File: src/design/srl_pkg.sv
// ----------------------------------------------------------------------------
// srl_pkg
// Shared types and constants for the servo linear ramp unit.
// ----------------------------------------------------------------------------
package srl_pkg;

  localparam int ANGLE_W     = 8;
  localparam int DUR_W       = 16;
  localparam int PERIOD_W    = 7;
  localparam int TICK_W      = 17;
  localparam int ELAPSED_W   = 24;
  localparam int QBIT_W      = 3;
  localparam int IO_CHANNELS = 4;

  localparam logic [ANGLE_W-1:0]  REST_ANGLE        = 8'd90;
  localparam logic [PERIOD_W-1:0] RESET_TICK_PERIOD = 7'd10;

  localparam logic CMD_MOVE = 1'b0;
  localparam logic CMD_TICK = 1'b1;

  typedef enum logic [2:0] {
    S_IDLE,
    S_CHECK,
    S_PROD,
    S_DIV,
    S_WRITE,
    S_EMIT_STEP,
    S_EMIT_DONE
  } srl_state_t;

  typedef struct packed {
    logic short_move;
    logic long_move;
    logic tick_start;
    logic tick_finish;
    logic tick_step;
    logic prod;
    logic div_step;
    logic write_ch;
    logic load_out;
    logic out_done;
  } srl_cmd_t;

  typedef struct packed {
    logic is_tick;
    logic short_move;
    logic busy;
    logic reach_end;
    logic div_last;
    logic ch_last;
    logic res_hold;
  } srl_sts_t;

endpackage

File: src/design/srl_ctrl.sv
// ----------------------------------------------------------------------------
// srl_ctrl
// Sequencer: request decode, tick check, per-channel multiply/divide, result.
// ----------------------------------------------------------------------------
module srl_ctrl (
  input  logic              clk,
  input  logic              rst,
  input  logic              cmd_valid,
  output logic              cmd_ready,
  input  srl_pkg::srl_sts_t sts,
  output srl_pkg::srl_cmd_t cmd
);

  srl_pkg::srl_state_t state;
  srl_pkg::srl_state_t state_next;

  always_ff @(posedge clk) begin
    if (rst) begin
      state <= srl_pkg::S_IDLE;
    end else begin
      state <= state_next;
    end
  end

  always_comb begin
    state_next = state;
    cmd        = '0;
    cmd_ready  = 1'b0;
    unique case (state)
      srl_pkg::S_IDLE: begin
        cmd_ready = 1'b1;
        if (cmd_valid) begin
          if (!sts.is_tick) begin
            if (sts.short_move) begin
              cmd.short_move = 1'b1;
              state_next     = srl_pkg::S_EMIT_DONE;
            end else begin
              cmd.long_move = 1'b1;
            end
          end else if (sts.busy) begin
            cmd.tick_start = 1'b1;
            state_next     = srl_pkg::S_CHECK;
          end
        end
      end
      srl_pkg::S_CHECK: begin
        if (sts.reach_end) begin
          cmd.tick_finish = 1'b1;
          state_next      = srl_pkg::S_EMIT_DONE;
        end else begin
          cmd.tick_step = 1'b1;
          state_next    = srl_pkg::S_PROD;
        end
      end
      srl_pkg::S_PROD: begin
        cmd.prod   = 1'b1;
        state_next = srl_pkg::S_DIV;
      end
      srl_pkg::S_DIV: begin
        cmd.div_step = 1'b1;
        if (sts.div_last) begin
          state_next = srl_pkg::S_WRITE;
        end
      end
      srl_pkg::S_WRITE: begin
        cmd.write_ch = 1'b1;
        state_next   = sts.ch_last ? srl_pkg::S_EMIT_STEP : srl_pkg::S_PROD;
      end
      srl_pkg::S_EMIT_STEP: begin
        if (!sts.res_hold) begin
          cmd.load_out = 1'b1;
          state_next   = srl_pkg::S_IDLE;
        end
      end
      srl_pkg::S_EMIT_DONE: begin
        if (!sts.res_hold) begin
          cmd.load_out = 1'b1;
          cmd.out_done = 1'b1;
          state_next   = srl_pkg::S_IDLE;
        end
      end
      default: begin
        state_next = srl_pkg::S_IDLE;
      end
    endcase
  end

endmodule

File: src/design/srl_dp.sv
// ----------------------------------------------------------------------------
// srl_dp
// Angle state, tick arithmetic, shared multiplier and restoring divider,
// and the result register.
// ----------------------------------------------------------------------------
module srl_dp #(
  parameter int CHANNELS = 4
) (
  input  logic                                clk,
  input  logic                                rst,
  input  logic                                cfg_valid,
  input  logic [srl_pkg::PERIOD_W-1:0]        tick_period_ms,
  input  logic                                command,
  input  logic [srl_pkg::DUR_W-1:0]           duration_ms,
  input  logic [srl_pkg::IO_CHANNELS-1:0][srl_pkg::ANGLE_W-1:0] targets,
  input  srl_pkg::srl_cmd_t                   cmd,
  output srl_pkg::srl_sts_t                   sts,
  input  logic                                res_ready,
  output logic                                res_valid,
  output logic [srl_pkg::IO_CHANNELS-1:0][srl_pkg::ANGLE_W-1:0] angles,
  output logic                                move_done
);

  localparam int CH_W = (CHANNELS > 1) ? $clog2(CHANNELS) : 1;
  localparam int AW   = srl_pkg::ANGLE_W;
  localparam int DW   = srl_pkg::DUR_W;
  localparam int EW   = srl_pkg::ELAPSED_W;
  localparam int TW   = srl_pkg::TICK_W;

  logic [srl_pkg::PERIOD_W-1:0] tick_period;
  logic [srl_pkg::PERIOD_W-1:0] period_used;
  logic [AW-1:0]                start_angles [CHANNELS];
  logic [AW-1:0]                goal_angles  [CHANNELS];
  logic [AW-1:0]                last_angles  [CHANNELS];
  logic [AW-1:0]                goal_load    [CHANNELS];
  logic [DW-1:0]                tick_number;
  logic [DW-1:0]                move_length;
  logic                         ramp_busy;
  logic [TW-1:0]                tick_n;
  logic [TW-1:0]                tick_n_next;
  logic [EW-1:0]                elapsed;
  logic [CH_W-1:0]              ch;
  logic [srl_pkg::QBIT_W-1:0]   bit_cnt;
  logic [DW-1:0]                div_rem;
  logic [AW-1:0]                div_q;
  logic [DW:0]                  trial;
  logic                         trial_ge;
  logic [AW-1:0]                cur_start;
  logic [AW-1:0]                cur_goal;
  logic                         dir_up;
  logic [AW-1:0]                diff;
  logic [EW-1:0]                mag;
  logic [AW-1:0]                step_angle;

  assign period_used = (tick_period == '0) ? srl_pkg::PERIOD_W'(1) : tick_period;
  assign tick_n_next = {1'b0, tick_number} + TW'(1);

  assign cur_start  = start_angles[ch];
  assign cur_goal   = goal_angles[ch];
  assign dir_up     = cur_goal >= cur_start;
  assign diff       = dir_up ? (cur_goal - cur_start) : (cur_start - cur_goal);
  assign mag        = EW'(diff) * EW'(elapsed[DW-1:0]);
  assign trial      = {div_rem, div_q[AW-1]};
  assign trial_ge   = trial >= {1'b0, move_length};
  assign step_angle = dir_up ? (cur_start + div_q) : (cur_start - div_q);

  always_comb begin
    sts.is_tick    = (command == srl_pkg::CMD_TICK);
    sts.short_move = {{(DW-srl_pkg::PERIOD_W){1'b0}}, period_used} >= duration_ms;
    sts.busy       = ramp_busy;
    sts.reach_end  = tick_n[TW-1] || (elapsed >= EW'(move_length));
    sts.div_last   = (bit_cnt == srl_pkg::QBIT_W'(AW-1));
    sts.ch_last    = (ch == CH_W'(CHANNELS-1));
    sts.res_hold   = res_valid && !res_ready;
  end

  always_ff @(posedge clk) begin
    if (rst) begin
      tick_period <= srl_pkg::RESET_TICK_PERIOD;
    end else if (cfg_valid) begin
      tick_period <= tick_period_ms;
    end
  end

  always_ff @(posedge clk) begin
    if (rst) begin
      tick_number <= '0;
      move_length <= '0;
      ramp_busy   <= 1'b0;
    end else begin
      if (cmd.short_move) begin
        ramp_busy   <= 1'b0;
        tick_number <= '0;
      end
      if (cmd.long_move) begin
        ramp_busy   <= 1'b1;
        tick_number <= '0;
        move_length <= duration_ms;
      end
      if (cmd.tick_finish) begin
        ramp_busy   <= 1'b0;
        tick_number <= tick_n[DW-1:0];
      end
      if (cmd.tick_step) begin
        tick_number <= tick_n[DW-1:0];
      end
    end
  end

  // tick count and elapsed time, then per-channel multiply and divide
  always_ff @(posedge clk) begin
    if (cmd.tick_start) begin
      tick_n  <= tick_n_next;
      elapsed <= EW'(tick_n_next) * EW'(period_used);
    end
    if (cmd.tick_step) begin
      ch <= '0;
    end else if (cmd.write_ch && !sts.ch_last) begin
      ch <= ch + CH_W'(1);
    end
    if (cmd.prod) begin
      div_rem <= mag[EW-1:AW];
      div_q   <= mag[AW-1:0];
      bit_cnt <= '0;
    end else if (cmd.div_step) begin
      div_rem <= trial_ge ? DW'(trial - {1'b0, move_length}) : trial[DW-1:0];
      div_q   <= {div_q[AW-2:0], trial_ge};
      bit_cnt <= bit_cnt + srl_pkg::QBIT_W'(1);
    end
  end

  for (genvar g = 0; g < CHANNELS; g++) begin : g_ch
    if (g < srl_pkg::IO_CHANNELS) begin : g_io
      assign goal_load[g] = targets[g];

      always_ff @(posedge clk) begin
        if (rst) begin
          last_angles[g] <= srl_pkg::REST_ANGLE;
        end else if (cmd.short_move) begin
          last_angles[g] <= targets[g];
        end else if (cmd.tick_finish) begin
          last_angles[g] <= goal_angles[g];
        end else if (cmd.write_ch && (ch == CH_W'(g))) begin
          last_angles[g] <= step_angle;
        end
      end
    end else begin : g_hidden
      assign goal_load[g] = last_angles[g];

      always_ff @(posedge clk) begin
        if (rst) begin
          last_angles[g] <= srl_pkg::REST_ANGLE;
        end else if (cmd.tick_finish) begin
          last_angles[g] <= goal_angles[g];
        end else if (cmd.write_ch && (ch == CH_W'(g))) begin
          last_angles[g] <= step_angle;
        end
      end
    end

    always_ff @(posedge clk) begin
      if (cmd.long_move) begin
        start_angles[g] <= last_angles[g];
        goal_angles[g]  <= goal_load[g];
      end
    end
  end

  always_ff @(posedge clk) begin
    if (rst) begin
      res_valid <= 1'b0;
    end else if (cmd.load_out) begin
      res_valid <= 1'b1;
    end else if (res_ready) begin
      res_valid <= 1'b0;
    end
  end

  always_ff @(posedge clk) begin
    if (cmd.load_out) begin
      move_done <= cmd.out_done;
    end
  end

  for (genvar k = 0; k < srl_pkg::IO_CHANNELS; k++) begin : g_out
    if (k < CHANNELS) begin : g_live
      always_ff @(posedge clk) begin
        if (cmd.load_out) begin
          angles[k] <= last_angles[k];
        end
      end
    end else begin : g_zero
      assign angles[k] = '0;
    end
  end

endmodule

File: src/design/servo_linear_ramp_unit.sv
// ----------------------------------------------------------------------------
// servo_linear_ramp_unit
// Linear ramp of several servo angles toward new targets, one step per tick.
// ----------------------------------------------------------------------------
// A move request with a duration at or below the tick period returns
// the targets with move_done set; a longer move returns nothing. A tick
// request while a ramp runs is served by one shared 8x16 multiplier and
// one restoring divider producing one quotient bit per cycle, which work
// through the channels in turn. The tick that reaches the duration
// returns the targets. A finished result sits in an output register, so
// the next request is taken while it waits.
module servo_linear_ramp_unit #(
  parameter int CHANNELS = 4
) (
  input  logic                          clk,
  input  logic                          rst,
  input  logic                          cfg_valid,
  output logic                          cfg_ready,
  input  logic [srl_pkg::PERIOD_W-1:0]  tick_period_ms,
  input  logic                          cmd_valid,
  output logic                          cmd_ready,
  input  logic                          command,
  input  logic [srl_pkg::DUR_W-1:0]     duration_ms,
  input  logic [srl_pkg::ANGLE_W-1:0]   target_a,
  input  logic [srl_pkg::ANGLE_W-1:0]   target_b,
  input  logic [srl_pkg::ANGLE_W-1:0]   target_c,
  input  logic [srl_pkg::ANGLE_W-1:0]   target_d,
  output logic                          res_valid,
  input  logic                          res_ready,
  output logic [srl_pkg::ANGLE_W-1:0]   angle_a,
  output logic [srl_pkg::ANGLE_W-1:0]   angle_b,
  output logic [srl_pkg::ANGLE_W-1:0]   angle_c,
  output logic [srl_pkg::ANGLE_W-1:0]   angle_d,
  output logic                          move_done
);

  srl_pkg::srl_cmd_t cmd;
  srl_pkg::srl_sts_t sts;
  logic [srl_pkg::IO_CHANNELS-1:0][srl_pkg::ANGLE_W-1:0] targets;
  logic [srl_pkg::IO_CHANNELS-1:0][srl_pkg::ANGLE_W-1:0] angles;

  assign cfg_ready = 1'b1;
  assign targets   = {target_d, target_c, target_b, target_a};
  assign angle_a   = angles[0];
  assign angle_b   = angles[1];
  assign angle_c   = angles[2];
  assign angle_d   = angles[3];

  srl_ctrl u_ctrl (
    .clk       (clk),
    .rst       (rst),
    .cmd_valid (cmd_valid),
    .cmd_ready (cmd_ready),
    .sts       (sts),
    .cmd       (cmd)
  );

  srl_dp #(
    .CHANNELS (CHANNELS)
  ) u_dp (
    .clk            (clk),
    .rst            (rst),
    .cfg_valid      (cfg_valid),
    .tick_period_ms (tick_period_ms),
    .command        (command),
    .duration_ms    (duration_ms),
    .targets        (targets),
    .cmd            (cmd),
    .sts            (sts),
    .res_ready      (res_ready),
    .res_valid      (res_valid),
    .angles         (angles),
    .move_done      (move_done)
  );

`ifndef SYNTH
  a_short_move_idles: assert property (@(posedge clk) disable iff (rst)
    cmd.short_move |=> !sts.busy)
    else $error("short move left the ramp running");

  a_step_needs_ramp: assert property (@(posedge clk) disable iff (rst)
    (cmd.load_out && !cmd.out_done) |-> sts.busy)
    else $error("intermediate result without a running ramp");

  a_idle_tick_ignored: assert property (@(posedge clk) disable iff (rst)
    (cmd_valid && cmd_ready && (command == srl_pkg::CMD_TICK) && !sts.busy)
      |=> (cmd_ready && !$rose(res_valid)))
    else $error("tick while idle was not ignored");
`endif

endmodule

File: config.mk
export PLATFORM = sky130hd
export DESIGN_NAME = servo_linear_ramp_unit
export DESIGN_NICKNAME = d
export VERILOG_FILES = /design/src/design/srl_pkg.sv /design/src/design/srl_ctrl.sv /design/src/design/srl_dp.sv /design/src/design/servo_linear_ramp_unit.sv
export SDC_FILE = /design/constraint.sdc
export NUM_CORES = 1
export LEC_CHECK = 0
export BUFFER_PORTS_ARGS = -buffer_cell sky130_fd_sc_hd__buf_2
export CORE_MARGIN = 1.5
export CORE_UTILIZATION = 60
export CTS_BUF_LIST = sky130_fd_sc_hd__clkbuf_4
export DETAILED_ROUTE_END_ITERATION = 10
export HOLD_SLACK_MARGIN = 0.03
export PLACE_DENSITY = 0.9
export SLEW_MARGIN = 20
export SYNTH_ARGS = -nofsm -noshare
export SYNTH_HDL_FRONTEND = slang
export SYNTH_SLANG_ARGS = --single-unit
File: constraint.sdc
create_clock -name clk -period 22.4 [get_ports clk]
set_input_delay 1.12 -clock clk [delete_from_list [all_inputs] [get_ports clk]]
set_output_delay 1.12 -clock clk [all_outputs]
set_load 0.02 [all_outputs]
# [Yosys cells after proc, flatten, opt, wreduce, memory -nomap -nowiden]
# Memory sizes are Yosys's and may differ from the RTL's. A register that Yosys moved wholly into a read port is not among the register bits.
# Index checks and enable logic that the tools add are counted.
[classes] addsub=8 n_mul=2 n_lt_le_gt_ge=4 n_eq_ne=15 muxes=89 n_bitwise=12 n_reduce_logical=19
[ops] operator="two-way mux 8 bit" count=16
[ops] operator="two-way mux 16 bit" count=7
[ops] operator="two-way mux 1 bit" count=46
[ops] operator="two-way mux 3 bit" count=10
[ops] operator="greater-or-equal comparator 24 x 16 -> 1 bit" count=1
[ops] operator="multiplier 17 x 7 -> 24 bit" count=1
[ops] operator="multiplier 8 x 16 -> 24 bit" count=1
[ops] operator="subtractor 8 bit" count=3
[ops] operator="case mux 3 bit (6 select lines)" count=1
[ops] operator="adder 16 x 1 -> 17 bit, second input constant" count=1
[ops] operator="greater-or-equal comparator 17 x 16 -> 1 bit" count=1
[ops] operator="greater-or-equal comparator 7 x 16 -> 1 bit" count=1
[ops] operator="subtractor 16 bit" count=1
[ops] operator="two-way mux 2 bit" count=7
[ops] operator="== test 3 bit, second input constant" count=4
[ops] operator="bitwise OR 1 bit" count=12
[ops] operator="adder 8 bit" count=1
[ops] operator="greater-or-equal comparator 8 bit" count=1
[ops] operator="zero test 7 bit" count=1
[ops] operator="two-way mux 7 bit" count=1
[ops] operator="== test 3 x 2 -> 1 bit, second input constant" count=2
[ops] operator="logical AND 1 bit" count=6
[ops] operator="inequality test 2 bit, second input constant" count=3
[ops] operator="nonzero test 2 bit" count=3
[ops] operator="15 further kinds" count=18
[totals] regBits=147 mem_bits_rw=96 input_bits=61 out_inout_bits=36 mem_count=3
[mem_list] name="u_dp.goal_angles" words=4 width=8 read_ports=5 rd_clocked_by_memory_dff=1 write_ports=4 line="srl_dp.sv:33" source="logic [AW-1:0] goal_angles [CHANNELS];"
[mem_list] name="u_dp.last_angles" words=4 width=8 read_ports=4 rd_clocked_by_memory_dff=0 write_ports=4 line="srl_dp.sv:34" source="logic [AW-1:0] last_angles [CHANNELS];"
[mem_list] name="u_dp.start_angles" words=4 width=8 read_ports=1 rd_clocked_by_memory_dff=1 write_ports=4 line="srl_dp.sv:32" source="logic [AW-1:0] start_angles [CHANNELS];"

# [Logic depth before layout (Yosys ltp)]
[logic_depth] ltp_word=13 mapped_depth=35 ltp_nobuf=32

# [Cells and area by module]
# From an unflattened synthesis, not the netlist that was laid out.
[unflattened] hier_cells=1821 area_unflattened_um2=19367.3
[by_module_without_submodules] mod="srl_dp" n_inst=1 cells_each=1770 area_each_um2=19009.5 seq_area_each_um2=6786.5
[by_module_without_submodules] mod="srl_ctrl" n_inst=1 cells_each=49 area_each_um2=346.6 seq_area_each_um2=60.1
[by_module_without_submodules] mod="servo_linear_ramp_unit" n_inst=1 cells_each=2 area_each_um2=11.3 seq_area_each_um2=0.0

# [Worst setup path after synthesis]
# Ideal clock, no wire load.
[synth_path] path_type="register -> register" startpoint="register (tool-made name)" endpoint="register u_dp.div_rem[15] (data pin)" setup_time_ns=0.269 arrival_time_ns=8.395 t_required_ns=22.131 slack_ns=13.736 path_stages_with_launch=33 synth_period_minus_slack_ns=8.664 cell_sequence="dfxtp_1 clkbuf_1 buf_1 mux4_2 inv_1 ha_1 and4_4 a2111oi_4 o21bai_2 a21oi_2 mux2_2 o21ai_1 a21boi_0 xnor2_1 clkbuf_1 nand2_1 fa_1 fa_1 inv_1 fa_1 inv_1 fa_1 inv_1 ha_1 o21a_1 o31a_1 o311a_1 nor3_1 nor2_1 a221o_1 a21oi_1 xnor2_1 a21oi_1"
[synth_lines] element="end signal, assigned" line="srl_dp.sv:122" source="div_rem <= mag[EW-1:AW];"
[synth_lines] element="end signal, assigned" line="srl_dp.sv:126" source="div_rem <= trial_ge ? DW'(trial - {1'b0, move_length}) : trial[DW-1:0];"
[synth_lines] element="end, declared" line="srl_dp.sv:44" source="logic [DW-1:0] div_rem;"

==> metrics.cfg <==
[clocking]
post_cts_buffers=0
hold_buffers=0
cts-root-buf=clkbuf_4
cts_tree=done
cts_sinks=245
insertion_delay_ns=0.76
clockBufferDepth=3
clk_pin_slew_ns=0.08
h-tree-depth=2
cts-resized-gates=0
cts_buffers=60

[synth]
synth.yosys.seq_area_share_pct=35.1
synth_most_common_cell=inv_1
synthAdderAreaFrac_pct=26.6
yosysWarnings=0
synth-simple-area-share_pct=14.5
yosysUniqueCellTypes=72
synth_area_per_cell_um2=10.3
synth_top_cell_area_share_pct=29.9
synth_mux_area_share_pct=3.17
synth_top_family_by_area=adder cells
synth-async-reset-ratio_pct=0
synth-edff-count=194
yosysTopAreaCell=edfxtp_1
syn_inst=1899
synth_nets=2277
synth_compound_area_share_pct=11.1
syn_area_mm2=0.0195
yosys-top-cells-count=243 x inv_1, 194 x edfxtp_1, 173 x nand2_1
synthXorXnorAreaFrac_pct=3.42
synth_ff_type=edfxtp_1
synth_seq_cells=245
synthTopCellsByArea=edfxtp_1 30%, fa_1 17%, ha_1 10%, dfxtp_1 5.2%, inv_1 4.7%

[routing]
wl_per_cell_um=18.9
antenna_left=0
initialDrtViolationCount=1285
drt-pass1-iter-count=5
vias_per_cell=5.93
dr_total_vias=14700
totalWireLength_mm=46.8
drcViolationCount=0

[sta]
skew_ns=0.0882
timing.hold.ws_ns=0.430
fmax_mhz=101
finalMaxSlewViolations=0
finalCriticalPeriod_ns=9.86
setup_tns_ns=0
setup_viol=0
maxSlewHeadroom_pct=25.9
tightest_slew_ns=1.11
rsz0062_at_grt=no
hold_viol=0
min_period_over_period_pct=44.0

[final_layout]
final_cell_area_mm2=0.0212
finalCoreUtilization_pct=66.6
layout.nets=2376
syn2layout_area_growth_pct=8.62
drive_above_1_share_pct=12.2

[setup_path]
critPathArrivalTime_ns=10.33
r2r_end=u_dp.div_rem[14]
crit_top_cell=fa_1
worstSetupEndpointType=register
r2r.worst_path.cells=30
cp_slowest_cell=dfxtp_1
r2r_slack_ns=12.54
cpPeakStageDelay_ns=0.95
crit_required_ns=22.87
path_class=reg2reg
crit_path_start_kind=register
cp_max_fo=16

[floorplanning]
start_util_pct=61.3
coreArea_mm2=0.0318
io_pins=97
die_area_mm2=0.0336
die_w_um=183
die_h_um=183
num_rows=65

[global_routing]
grt_pass1_vias=15100
antenna_found_initial=5
overflow=0
track_usage_pct=28.4
grt_first_pass_wirelength_mm=74.9
grt_start_max_net_pins=95

[placement]
hpwlAfterDp_mm=34.3
portBuffers=95
dpl-instance-area_mm2=0.0203
place.gp.congestion=0.905

[job]
maxCapViolCount=0

[status]
status=completed

[worst_hold_path]
whs_path_depth=0
hold_path_end=u_dp.angles[3]
hp-start=u_dp.last_angles[0][3]
hp-class=reg2reg

[how the worst max path moves through the flow]
stage / to / slack, ns
2_1_floorplan: u_dp.div_rem[15] / 13.74
3_3_place_gp: u_dp.div_rem[15] / 13.06
3_5_place_dp: u_dp.div_rem[15] / 12.68
4_1_cts: u_dp.div_rem[15] / 12.67
5_1_grt: u_dp.div_rem[14] / 12.02
6_report: u_dp.div_rem[14] / 12.54
[worst max-delay path: cells and delay by family (launching register included)]
| kind | cells | cell delay [ns] |
|---|---|---|
| mux | 2 | 0.63 |
| compound gates | 13 | 4.04 |
| flops | 1 | 0.95 |
| fa+ha+maj | 7 | 2.95 |
| simple gates | 4 | 0.77 |
| buf+inv | 4 | 0.27 |
[sequential cells by signal (all words and copies together), names as in the netlist, named ones only]
register,count
u_ctrl.state,3
u_dp.angles,32
u_dp.bit_cnt,3
u_dp.ch,2
u_dp.div_q,8
u_dp.div_rem,16
u_dp.elapsed,24
u_dp.goal_angles,32
u_dp.last_angles,32
u_dp.move_done,1
u_dp.move_length,16
u_dp.ramp_busy,1
u_dp.res_valid,1
u_dp.start_angles,32
u_dp.tick_n,17
u_dp.tick_number,16
u_dp.tick_period,7
[cells in the final DEF (no fill, tap or decap), types with 4 or more instances in the layout]
master     Yosys  routed
a22oi_1        4       4
xor2_1        22      22
edfxtp_1     194     194
clkbuf_4       0      94
xnor2_1       54      53
mux2_2         4       4
fa_1         162     162
nor2_1       118     116
buf_2          0      95
mux2i_1       19      18
a211oi_1      16      16
nand2_1      173     173
and3_1        11      11
mux4_2        16      16
o31a_1         5       5
a31oi_1        5       5
buf_4          2      11
a21oi_1      113     112
nand2b_1      34      34
nand3_1       41      41
a21o_1        34      34
ha_1         155     155
and2_1        70      69
o21a_1         9       9
nor4_1         6       6
a221o_1       14      14
a211o_1        6       6
or3_1          9       9
o211ai_1       8       8
o21bai_1       5       5
nor3_1        23      23
inv_1        243     243
dfxtp_1       51      51
nor2b_1       76      76
diode_2        0       6
o22ai_1       17      17
a2111oi_0      5       5
o21ai_0       55      55
[through the flow]
| step | instances | worst slack, ns |
|---|---|---|
| global placement | 2369 | 13.06 |
| CTS | 2470 | 12.67 |
| global route | 2476 | 12.02 |
| detailed placement | 2369 | 12.68 |
| floorplan | 1899 | 13.74 |
| finish | 2478 | 12.54 |
[kinds of logic (layout without fill, tap and decap cells)]
family          after synthesis  count (layout)
buf+inv                     314             452
xor+xnor                     76              76
simple gates                577             577
flops                       245             245
compound gates              329             329
fa+ha+maj                   317             317
other cells                   1               7
mux                          40              40
[cell type report]
class	count	area (µm²)
fillers	2188	10600
diodes	6	15.0
clock inverters	7	53.8
flip-flops and latches	245	6850
inverters	243	912
repair buffers	108	606
well taps	435	544
clock buffers	94	706
multi-input cells	1340	11500
[per-layer routing]
metal | part of all wire, % | track usage, % | vias up | routed length [µm]
met5 | 0.015 | 0 | - | 7
met4 | 4.6 | 14.5 | 2 | 2140
met3 | 7.1 | 4.47 | 156 | 3320
met2 | 51 | 50.1 | 725 | 23700
met1 | 38 | 33.7 | 7144 | 17600
li1 | - | - | 6676 | -
Power is left out: the tool's default activity adds up to more than one toggle a clock period on the data nets, which glitch-free logic cannot reach.
